## config.mk

```make
export PLATFORM = sky130hd
export DESIGN_NAME = dkspt_ctrl
export DESIGN_NICKNAME = d
export VERILOG_FILES = /design/src/sv/dkspt_pkg.sv /design/src/sv/dkspt_ctrl.sv
export SDC_FILE = /design/constraint.sdc
export NUM_CORES = 1
export LEC_CHECK = 0
export ABC_AREA = 1
export BUFFER_PORTS_ARGS = -buffer_cell sky130_fd_sc_hd__buf_2
export CORE_AREA = 2 2 39 41
export DETAILED_ROUTE_END_ITERATION = 10
export DIE_AREA = 0 0 41 43
export GPL_ROUTABILITY_DRIVEN = 0
export PLACE_DENSITY_LB_ADDON = 0.05
export SYNTH_ARGS = -nofsm -noshare
export SYNTH_HDL_FRONTEND = slang
export SYNTH_SLANG_ARGS = --single-unit
export TNS_END_PERCENT = 50
```

## constraint.sdc

```tcl
create_clock -name clk_i -period 1.89 [get_ports clk_i]
set_clock_uncertainty 0.2 [all_clocks]
set_input_delay 0.4725 -clock clk_i [delete_from_list [all_inputs] [get_ports clk_i]]
set_output_delay 0.4725 -clock clk_i [all_outputs]
set_load 0.01 [all_outputs]
```

## src/sv/dkspt_pkg.sv

```systemverilog
// Shared types and constants of the dual-key sorted point table.
// No dependencies; every other file imports this package.
package dkspt_pkg;

  localparam int unsigned CAPACITY = 16;
  localparam int unsigned IdxW = $clog2(CAPACITY);
  localparam int unsigned CntW = $clog2(CAPACITY + 1);

  typedef enum logic [1:0] {
    CMD_INSERT = 2'd0,
    CMD_READ_X = 2'd1,
    CMD_READ_Y = 2'd2
  } cmd_e;

  typedef enum logic [1:0] {
    KIND_ACK   = 2'd0,
    KIND_POINT = 2'd1,
    KIND_EMPTY = 2'd2
  } kind_e;

  typedef struct packed {
    logic [1:0]         cmd;
    logic signed [31:0] x_value;
    logic signed [31:0] y_value;
  } req_t;

  typedef struct packed {
    kind_e              kind;
    logic signed [31:0] point_x;
    logic signed [31:0] point_y;
    logic               last;
    logic               dropped;
  } res_t;

  typedef struct packed {
    logic insert;
    logic emit_empty;
    logic rd_begin;
    logic rd_sel_y;
    logic rd_emit;
  } ctrl_t;

  typedef struct packed {
    logic full;
    logic empty;
    logic rd_last;
  } stat_t;

endpackage

```

## src/sv/dkspt_ctrl.sv

```systemverilog
// Controller state machine of the dual-key sorted point table.
// Depends on dkspt_pkg; drives the datapath through ctrl_t and reads stat_t.
module dkspt_ctrl (
  input  logic            clk_i,
  input  logic            rst_ni,
  input  logic            start_i,
  input  logic [1:0]      cmd_i,
  input  dkspt_pkg::stat_t stat_i,
  output dkspt_pkg::ctrl_t ctrl_o,
  output logic            busy_o
);
  import dkspt_pkg::*;

  typedef enum logic [1:0] {
    ST_IDLE = 2'b01,
    ST_READ = 2'b10
  } state_e;

  state_e state_q, state_d;
  logic   accept;

  assign accept = start_i && (state_q == ST_IDLE);
  assign busy_o = (state_q == ST_READ);

  always_comb begin
    state_d = state_q;
    ctrl_o  = '0;
    unique case (state_q)
      ST_IDLE: begin
        if (accept) begin
          if (cmd_i == CMD_INSERT) begin
            ctrl_o.insert = 1'b1;
          end else if (cmd_i == CMD_READ_X || cmd_i == CMD_READ_Y) begin
            if (stat_i.empty) begin
              ctrl_o.emit_empty = 1'b1;
            end else begin
              ctrl_o.rd_begin = 1'b1;
              ctrl_o.rd_sel_y = (cmd_i == CMD_READ_Y);
              state_d         = ST_READ;
            end
          end
        end
      end
      ST_READ: begin
        ctrl_o.rd_emit = 1'b1;
        if (stat_i.rd_last) begin
          state_d = ST_IDLE;
        end
      end
      default: begin
        state_d = ST_IDLE;
      end
    endcase
  end

  always_ff @(posedge clk_i or negedge rst_ni) begin
    if (!rst_ni) begin
      state_q <= ST_IDLE;
    end else begin
      state_q <= state_d;
    end
  end

endmodule

```

==> run metrics <==
Max Slew Vio Count=0; antenna violations before repair=0; largest cells by area after synthesis=ha_1 (17%), inv_1 (14%), nand2_1 (14%), dfstp_2 (12%), dfrtp_1 (11%); die span in x=41 um; Top Family by Delay on Critical Path=buffers and inverters; Mean Syn Cell Area=6.220 um2; status=finished clean; register-to-register path setup slack=0.75 ns; Yosys top cell by area=ha_1; DR vias=256; Post-synth EDFFs=0; vias per std cell=3.507; Finish-stage setup viols=0; starting density of the core=15.73%; Worst path max stage delay=0.26 ns; clk buf depth=2; num rows=14; cts bufs inserted=3; input/output buffers=12; placed cells=65; Root Buffer=clkbuf_4; synth unique cells=11; top cell type's share of synthesized area=17.24%; post-synthesis sequential area ratio=23.56%; Hold EP=state_q[1]; GRT Total Usage=7.107%; max-cap violations=0; # clock sinks=2; grt ovf=0; Yosys warning count=0; Reg-to-Reg Start=state_q[0]; Rel. slew slack=90.73%; FMAX=0.5345 GHz; Die Area=1763 um2; Seq cells post-synth=2; worst path bufs/invs=4; DRC violations left=0; worst hold path type=input pin to flip-flop; FF-to-FF path depth=5; WL/cell=7.068 um; top_reg_cell synth=dfstp_2; final worst path period need=1.871 ns; first-pass GRT wire length=821 um; hold path start=stat_i[0]; Largest register FFs=2; Largest regs=state_q: 2 flops; CP Data Arrival Time=1.20 ns; CORE AREA=1384 um2; Max H-tree Level=1; crit start category=input pin; area grow syn2layout=97.70%; Critical Path RT=1.22 ns; reg2reg end=state_q[1]; Layout Cells excl Fill=73; crit-path cells=buf_6, inv_4, ha_4, inv_2, nor2_4, nand2_1, nor2_1, buf_2; Final Hold Vio Count=0; Biggest register=state_q; Min-Delay Path Depth=4; syn nets=46; Die Y=43 um; clk_lat worst skew=0.23 ns; Peak VDD IR=120.5 uV; final worst-path cycle share=98.99%; RSZ-0062 raised after global routing=yes; Slowest-stage cell, CP=ha_4; final design utilization=31.10%; commonest cells in the netlist=inv_1 (8), nand2_1 (8), nor2_1 (6), ha_1 (3); Pwr Density=702.9 nW/um2; vias in the first global route=245; # diodes=0; Worst Max-Slew Pin Slew=0.1386 ns; crit end category=output pin; fin nets=69; Iter 0 DRT Violations=0; Gate Count Post-Synth=35; leak pwr=0.0002404 uW; pin count of the biggest net entering global routing=5; Post-Syn Area=217.7 um2; iteration count of the initial detailed-routing pass=1; Async S/R FF share, synth=100.0%; Worst-path clk slew=0.03 ns; critical path peak fanout=2; CTS tree=done; Ports=14; Antenna Violating Nets Remaining=0; layout cell share with drive strength beyond 1=59.65%; Crit Path Class=input pin to output pin; final WL=516 um
## tightest hold or removal path, stage by stage
cell and delay [ns]:
buf_2 0.07, inv_1 0.03, nand2_1 0.08, nand2_1 0.06
## timing repair
action,CTS,global route
hold endpoints to repair,2,0
hold buffers,1,0
setup buffers,2,1
setup endpoints to repair,3,4
gates resized for setup,12,3
pin swaps,5,2
## layout make-up
cell class	instances	area (um2)
fillers	163	953.4
multi-input cells	23	162.7
repair buffers	19	131.4
flip-flops and latches	2	51.30
inverters	9	38.79
clock buffers	4	26.28
well taps	16	20.02
## report_power, final
part	internal, uW	leakage, uW	switching, uW	total (uW)
Sequential	60.4	0.0000242	7.39	67.8
Combinational	63.8	0.000201	66.3	130
Clock	78.5	0.0000150	26.2	105
## cells by family after synthesis
family                   share of synthesized area, %
adder cells (fa/ha/maj)                         17.24
buffers and inverters                           18.97
flip-flops                                      23.56
AND/OR/NAND/NOR                                 40.23
## through the flow
stage	total power, uW	TNS, ns	hold slack (ns)	cell area, um2	worst slack, ns
after detailed placement	160.6	-0.2146	0.06267	312.8	-0.08972
after floorplan	130.7	0	-0.02309	217.7	0.04015
after global placement	160.3	-0.1955	0.05589	312.8	-0.09677
final	302.5	0	0.3264	430.4	0.01914
after CTS	288.9	-0.02284	0.3324	410.4	-0.02284
after global routing	333.1	-0.08849	0.3697	430.4	-0.03161
## worst max path at each step
stage          startpoint  cells past startpoint         to
2_1_floorplan    cmd_i[0]                      6  ctrl_o[2]
3_3_place_gp     cmd_i[1]                      8  ctrl_o[2]
3_5_place_dp     cmd_i[1]                      8  ctrl_o[2]
4_1_cts          cmd_i[0]                      8  ctrl_o[2]
5_1_grt          cmd_i[0]                      8  ctrl_o[2]
6_report         cmd_i[0]                      8  ctrl_o[2]
## cells in the final DEF (no fill, tap or decap), types with 2 or more instances in the layout
master,instances
nor2_1,5
buf_2,10
inv_1,4
nand3_1,2
ha_4,2
buf_4,6
clkbuf_4,3
nand2_1,8
inv_2,3
inv_4,2
nor2_2,2
## routing by layer
metal / track usage (%) / vias up / part of all wire [%]
li1: - / 142 / -
met4: 8.000 / 0 / 0
met2: 11.56 / 8 / 55
met3: 0 / 0 / 6.0
met1: 7.006 / 106 / 39
met5: 0 / - / 0
Note: power is estimated with default switching activity, not from simulation.
