**config.mk**
```make
export PLATFORM = sky130hd
export DESIGN_NAME = dkspt_datapath
export DESIGN_NICKNAME = d
export VERILOG_FILES = /design/src/sv/dkspt_pkg.sv /design/src/sv/dkspt_datapath.sv
export SDC_FILE = /design/constraint.sdc
export NUM_CORES = 2
export LEC_CHECK = 0
export BUFFER_PORTS_ARGS = -buffer_cell sky130_fd_sc_hd__buf_4
export CAP_MARGIN = 15
export CORE_AREA = 2 2 709 535
export DETAILED_ROUTE_END_ITERATION = 10
export DIE_AREA = 0 0 711 537
export PLACE_DENSITY = 0.51
export SETUP_SLACK_MARGIN = 0.4
export SLEW_MARGIN = 20
export SYNTH_ARGS = -nofsm -noshare
export SYNTH_HDL_FRONTEND = slang
export SYNTH_SLANG_ARGS = --single-unit
```
**constraint.sdc**
```tcl
create_clock -name clk_i -period 11.8 [get_ports clk_i]
set_input_delay 1.77 -clock clk_i [delete_from_list [all_inputs] [get_ports clk_i]]
set_output_delay 1.77 -clock clk_i [all_outputs]
set_load 0.1 [all_outputs]
```
**src/sv/dkspt_pkg.sv**
```systemverilog
// Shared types and constants of the dual-key sorted point table.
// No dependencies; every other file imports this package.
package dkspt_pkg;

  localparam int unsigned CAPACITY = 16;
  localparam int unsigned IdxW = $clog2(CAPACITY);
  localparam int unsigned CntW = $clog2(CAPACITY + 1);

  typedef enum logic [1:0] {
    CMD_INSERT = 2'd0,
    CMD_READ_X = 2'd1,
    CMD_READ_Y = 2'd2
  } cmd_e;

  typedef enum logic [1:0] {
    KIND_ACK   = 2'd0,
    KIND_POINT = 2'd1,
    KIND_EMPTY = 2'd2
  } kind_e;

  typedef struct packed {
    logic [1:0]         cmd;
    logic signed [31:0] x_value;
    logic signed [31:0] y_value;
  } req_t;

  typedef struct packed {
    kind_e              kind;
    logic signed [31:0] point_x;
    logic signed [31:0] point_y;
    logic               last;
    logic               dropped;
  } res_t;

  typedef struct packed {
    logic insert;
    logic emit_empty;
    logic rd_begin;
    logic rd_sel_y;
    logic rd_emit;
  } ctrl_t;

  typedef struct packed {
    logic full;
    logic empty;
    logic rd_last;
  } stat_t;

endpackage

```
**src/sv/dkspt_datapath.sv**
```systemverilog
// Datapath of the dual-key sorted point table: two sorted cell chains,
// the entry count, the read index and the result register. Depends on dkspt_pkg.
module dkspt_datapath (
  input  logic             clk_i,
  input  logic             rst_ni,
  input  dkspt_pkg::req_t  req_i,
  input  dkspt_pkg::ctrl_t ctrl_i,
  output dkspt_pkg::stat_t stat_o,
  output logic             res_valid_o,
  output dkspt_pkg::res_t  res_o
);
  import dkspt_pkg::*;

  logic [63:0]     x_st_q [CAPACITY];
  logic [63:0]     y_st_q [CAPACITY];
  logic [63:0]     x_st_d [CAPACITY];
  logic [63:0]     y_st_d [CAPACITY];
  logic [CntW-1:0] count_q, count_d;
  logic [IdxW-1:0] rd_idx_q, rd_idx_d;
  logic            sel_y_q, sel_y_d;
  logic            res_valid_q, res_valid_d;
  res_t            res_q, res_d;
  logic [CAPACITY-1:0] x_lt, y_lt;
  logic [63:0]     new_entry;
  logic [63:0]     rd_entry;
  logic            do_store;

  assign new_entry = {req_i.x_value, req_i.y_value};
  assign do_store  = ctrl_i.insert && !stat_o.full;

  assign stat_o.full    = (count_q == CntW'(CAPACITY));
  assign stat_o.empty   = (count_q == '0);
  assign stat_o.rd_last = ((CntW'(rd_idx_q) + CntW'(1)) == count_q);

  // Every cell whose key is smaller than the new key keeps its point; the first
  // cell that is not takes the new point and all cells after it shift up.
  always_comb begin
    for (int i = 0; i < CAPACITY; i++) begin
      x_lt[i] = (CntW'(i) < count_q) &&
                ($signed(req_i.x_value) > $signed(x_st_q[i][63:32]));
      y_lt[i] = (CntW'(i) < count_q) &&
                ($signed(req_i.y_value) > $signed(y_st_q[i][31:0]));
    end
    x_st_d[0] = x_lt[0] ? x_st_q[0] : new_entry;
    y_st_d[0] = y_lt[0] ? y_st_q[0] : new_entry;
    for (int i = 1; i < CAPACITY; i++) begin
      if (x_lt[i]) begin
        x_st_d[i] = x_st_q[i];
      end else if (x_lt[i-1]) begin
        x_st_d[i] = new_entry;
      end else begin
        x_st_d[i] = x_st_q[i-1];
      end
      if (y_lt[i]) begin
        y_st_d[i] = y_st_q[i];
      end else if (y_lt[i-1]) begin
        y_st_d[i] = new_entry;
      end else begin
        y_st_d[i] = y_st_q[i-1];
      end
    end
  end

  assign rd_entry = sel_y_q ? y_st_q[rd_idx_q] : x_st_q[rd_idx_q];

  always_comb begin
    count_d     = count_q;
    rd_idx_d    = rd_idx_q;
    sel_y_d     = sel_y_q;
    res_valid_d = 1'b0;
    res_d       = '0;
    if (ctrl_i.insert) begin
      res_valid_d   = 1'b1;
      res_d.kind    = KIND_ACK;
      res_d.last    = 1'b1;
      res_d.dropped = stat_o.full;
      if (do_store) begin
        count_d = count_q + CntW'(1);
      end
    end
    if (ctrl_i.emit_empty) begin
      res_valid_d = 1'b1;
      res_d.kind  = KIND_EMPTY;
      res_d.last  = 1'b1;
    end
    if (ctrl_i.rd_begin) begin
      rd_idx_d = '0;
      sel_y_d  = ctrl_i.rd_sel_y;
    end
    if (ctrl_i.rd_emit) begin
      res_valid_d   = 1'b1;
      res_d.kind    = KIND_POINT;
      res_d.point_x = rd_entry[63:32];
      res_d.point_y = rd_entry[31:0];
      res_d.last    = stat_o.rd_last;
      rd_idx_d      = rd_idx_q + IdxW'(1);
    end
  end

  always_ff @(posedge clk_i or negedge rst_ni) begin
    if (!rst_ni) begin
      count_q     <= '0;
      rd_idx_q    <= '0;
      sel_y_q     <= 1'b0;
      res_valid_q <= 1'b0;
    end else begin
      count_q     <= count_d;
      rd_idx_q    <= rd_idx_d;
      sel_y_q     <= sel_y_d;
      res_valid_q <= res_valid_d;
    end
  end

  always_ff @(posedge clk_i) begin
    res_q <= res_d;
    if (do_store) begin
      for (int i = 0; i < CAPACITY; i++) begin
        x_st_q[i] <= x_st_d[i];
        y_st_q[i] <= y_st_d[i];
      end
    end
  end

  assign res_valid_o = res_valid_q;
  assign res_o       = res_q;

endmodule

```
==> metrics <==
Sw Share=around two fifths; Critical Path Source Type=input pin; DRC=0; M1 WL=~220000 um; synthesized cell area=around 130000 um2; pwr dens=roughly 330 nW/um2; initial antenna violation count=22; synthesized instance count=slightly above 9k; first-pass iteration count of the detailed router=5; Top Ports=about 150; unique cell type count in the Yosys netlist=between 50 and 60; Peak supply drop=~0.26 mV; Post-Layout Cell Count=about 14k; Hold WC Path Type=reg -> reg; WS Path Type=in -> reg; Gate power share=roughly half; post-CTS setup buffers=0; total global routing overflow=0; count leader, synth=edfxtp_1; clock skew=roughly 0.063 ns; Syn Nets=between 10k and 15k; largest net degree at the start of global routing=120; Port Buffers=approximately 140; cell family with most CP delay=simple AND/OR/NAND/NOR gates; share of cells above drive strength 1=around a third; final setup violating endpoints=0; Post-CTS Resized=0; Worst-Skew Late Latency=0.98 ns; setup_tns=0 ns; CTS tree=done; Flop pwr share=35.1%; wire length per cell=roughly 31 um; Psw=~19000 uW; via count=around 82k; LEAKAGE=around 0.055 uW; Hold-fix buffers, CTS=0; Synth top area share=~47%; Top Layer Used=met5; #FFs+latches synth=roughly 2.1k; ordered cell list for the critical path=buf_4 -> ha_1 -> nand4_1 -> nor4_1 -> a21bo_2 -> o211ai_1 -> a21oi_1 -> mux2_8 -> and2_4 -> buf_4; Initial Util=a little over a third; Clk pin slew, worst setup/hold paths=around 0.06 ns; root cell of the clock tree=clkbuf_16; Area Overhead vs Synth=10.2%; fin nets=a little over 10k; headroom to the max-slew limit=a little over an eighth; Mapped Avg Cell Area=14.3 um2; Rows=just under 200; fill count=35.1k; Core Area=375000 um2; min cycle time layout=6.44 ns; Max-cap violations=0; synth cell count leaders=edfxtp_1 (2048), mux2_2 (1804), ha_1 (1027), inv_1 (1022), mux4_2 (640); CTS Buf Count=around 240; drt initial violations=roughly 8.7k; DP HPWL=around 290000 um; CP Max Fanout=65; arrival time worst endpoint=7.02 ns; WP buf/inv=2; Internal=between 20000 and 30000 uW; Clock power frac=~16%; Final period util=54.6%; CP Capture Type=flop; dpl cells=roughly 14k; Fin. Hold Viols=0; met2 wire length=176000 um; first-pass GRT wire length=619000 um; Most common cell on crit path=buf_4; number of global-route vias before repair=between 80k and 90k; register area share after synthesis=48.3%; clock sink total=2127; Routed Antenna Nets=0; ys async rst share=less than 1%; all-layer global routing usage=between 20 and 25%; die height=537 um; Max Root-Sink Buffers=4; critical path data required time=12.38 ns; Multi-input gate area=approximately 60000 um2; via/cell ratio=5.72; WL final=439000 um; H-tree Lvls=4; die area=382000 um2; Max Clock Freq=155 MHz; ys flop type=edfxtp_1; synth top area cells=edfxtp_1 (47%), mux2_2 (16%), mux4_2 (11%); crit path max-delay cell type=nor4_1; metal3 WL=approximately 32000 um; RSZ-0062 raised after global routing=no; Sequential Area=about 63000 um2; status=completed; leading area contributor after synthesis=edfxtp_1; GP Congestion=approximately 0.84; Max Transition Viols Final=0; Die X=about 710 um; slew at the pin closest to its max-slew limit=1.29 ns; synth warn=0; Worst path max stage delay=1.00 ns; EDFF count, synth=2048
==> power groups by stage <==
stage	clock [uW]	sequential [uW]	combinational, uW
after CTS	7770	16800	23500
final	7600	16900	23600
after floorplan	0	16500	16000
after global routing	8030	17300	25000
after detailed placement	0	16900	23400
after global placement	0	16700	23000
==> flip-flops by register name, summed over array words and instances, names as in the netlist <==
signal / count
count_q: 5
res_valid_o: 1
x_st_q: 1024
y_st_q: 1024
res_o: 68
rd_idx_q: 4
sel_y_q: 1
==> metal layers <==
metal  GRT usage (%)  up-vias
met4            6.30       12
li1                -    35300
met5               0        -
met3            3.66      460
met2            30.7     3046
met1            35.6    43000
==> layout by cell type (no fill, tap or decap), drive strengths merged, types with 13 or more instances in the layout <==
master / netlist / layout
edfxtp: 2048 / 2048
mux2: 1939 / 1939
ha: 1027 / 1027
inv: 1023 / 1027
mux4: 640 / 640
a21oi: 425 / 425
clkbuf: 308 / 301
buf: 263 / 284
nand4: 226 / 226
nand2: 182 / 182
nand3: 132 / 132
clkinv: 0 / 113
nor2: 110 / 110
o21ai: 101 / 101
a21o: 93 / 93
mux2i: 77 / 77
nor4: 74 / 74
dfxtp: 68 / 68
o211ai: 45 / 45
nor2b: 33 / 33
and2: 31 / 31
a221oi: 30 / 30
a2111oi: 29 / 29
and4: 27 / 27
a211oi: 26 / 26
o21a: 21 / 21
nor3: 19 / 19
bufinv: 0 / 18
a31oi: 18 / 18
o31a: 17 / 17
nand2b: 16 / 16
a221o: 15 / 15
o211a: 14 / 14
a21bo: 13 / 13
==> metrics by stage <==
step / hold slack [ns] / power (uW) / area [um2] / worst slack, ns / util [%]
after CTS: 0.548 / 48000 / 144000 / 5.36 / 38.4
after global placement: 0.540 / 39700 / 136000 / 4.34 / 36.3
after detailed placement: 0.550 / 40300 / 136000 / 4.36 / 36.3
final: 0.553 / 48100 / 144000 / 5.36 / 38.4
after floorplan: 0.529 / 32500 / 131000 / 3.56 / -
after global routing: 0.570 / 50300 / 144000 / 5.33 / 38.4
==> final timing paths <==
kind | start | endpoint | slack [ns] | cells past startpoint
max | req_i[14] | y_st_q[9][58] | 5.36 | 10
min | y_st_q[2][59] | y_st_q[3][59] | 0.55 | 1
max reg2reg | y_st_q[9][14] | y_st_q[9][58] | 6.24 | 10
min reg2reg | y_st_q[2][59] | y_st_q[3][59] | 0.55 | 1
max in group asynchronous | rst_ni | sel_y_q | 10.90 | 1
min in group asynchronous | rst_ni | rd_idx_q[0] | 0.67 | 1
==> final cells by class <==
cell class	count	area share, %
antenna	7	0.0122
clock buffer	301	4.37
clock inverter	140	0.948
inverter	1023	2.67
multi-input combinational	5406	42.2
sequential	2127	43.9
tap	5023	4.37
timing repair buffer	284	1.55
==> kinds of logic (layout without fill, tap and decap cells) <==
kind of cell	count (synthesis)	in the layout	share of synthesized area, %
AO/OA/AOI/OAI	855	855	4.05
multiplexers	2656	2656	28.6
buffers and inverters	1594	1748	5.57
adder cells (fa/ha/maj)	1027	1027	9.84
XOR/XNOR	9	9	0.0603
flip-flops	2127	2127	48.3
AND/OR/NAND/NOR	859	859	3.53
other	0	7	0
Note: power is estimated with default switching activity, not from simulation.
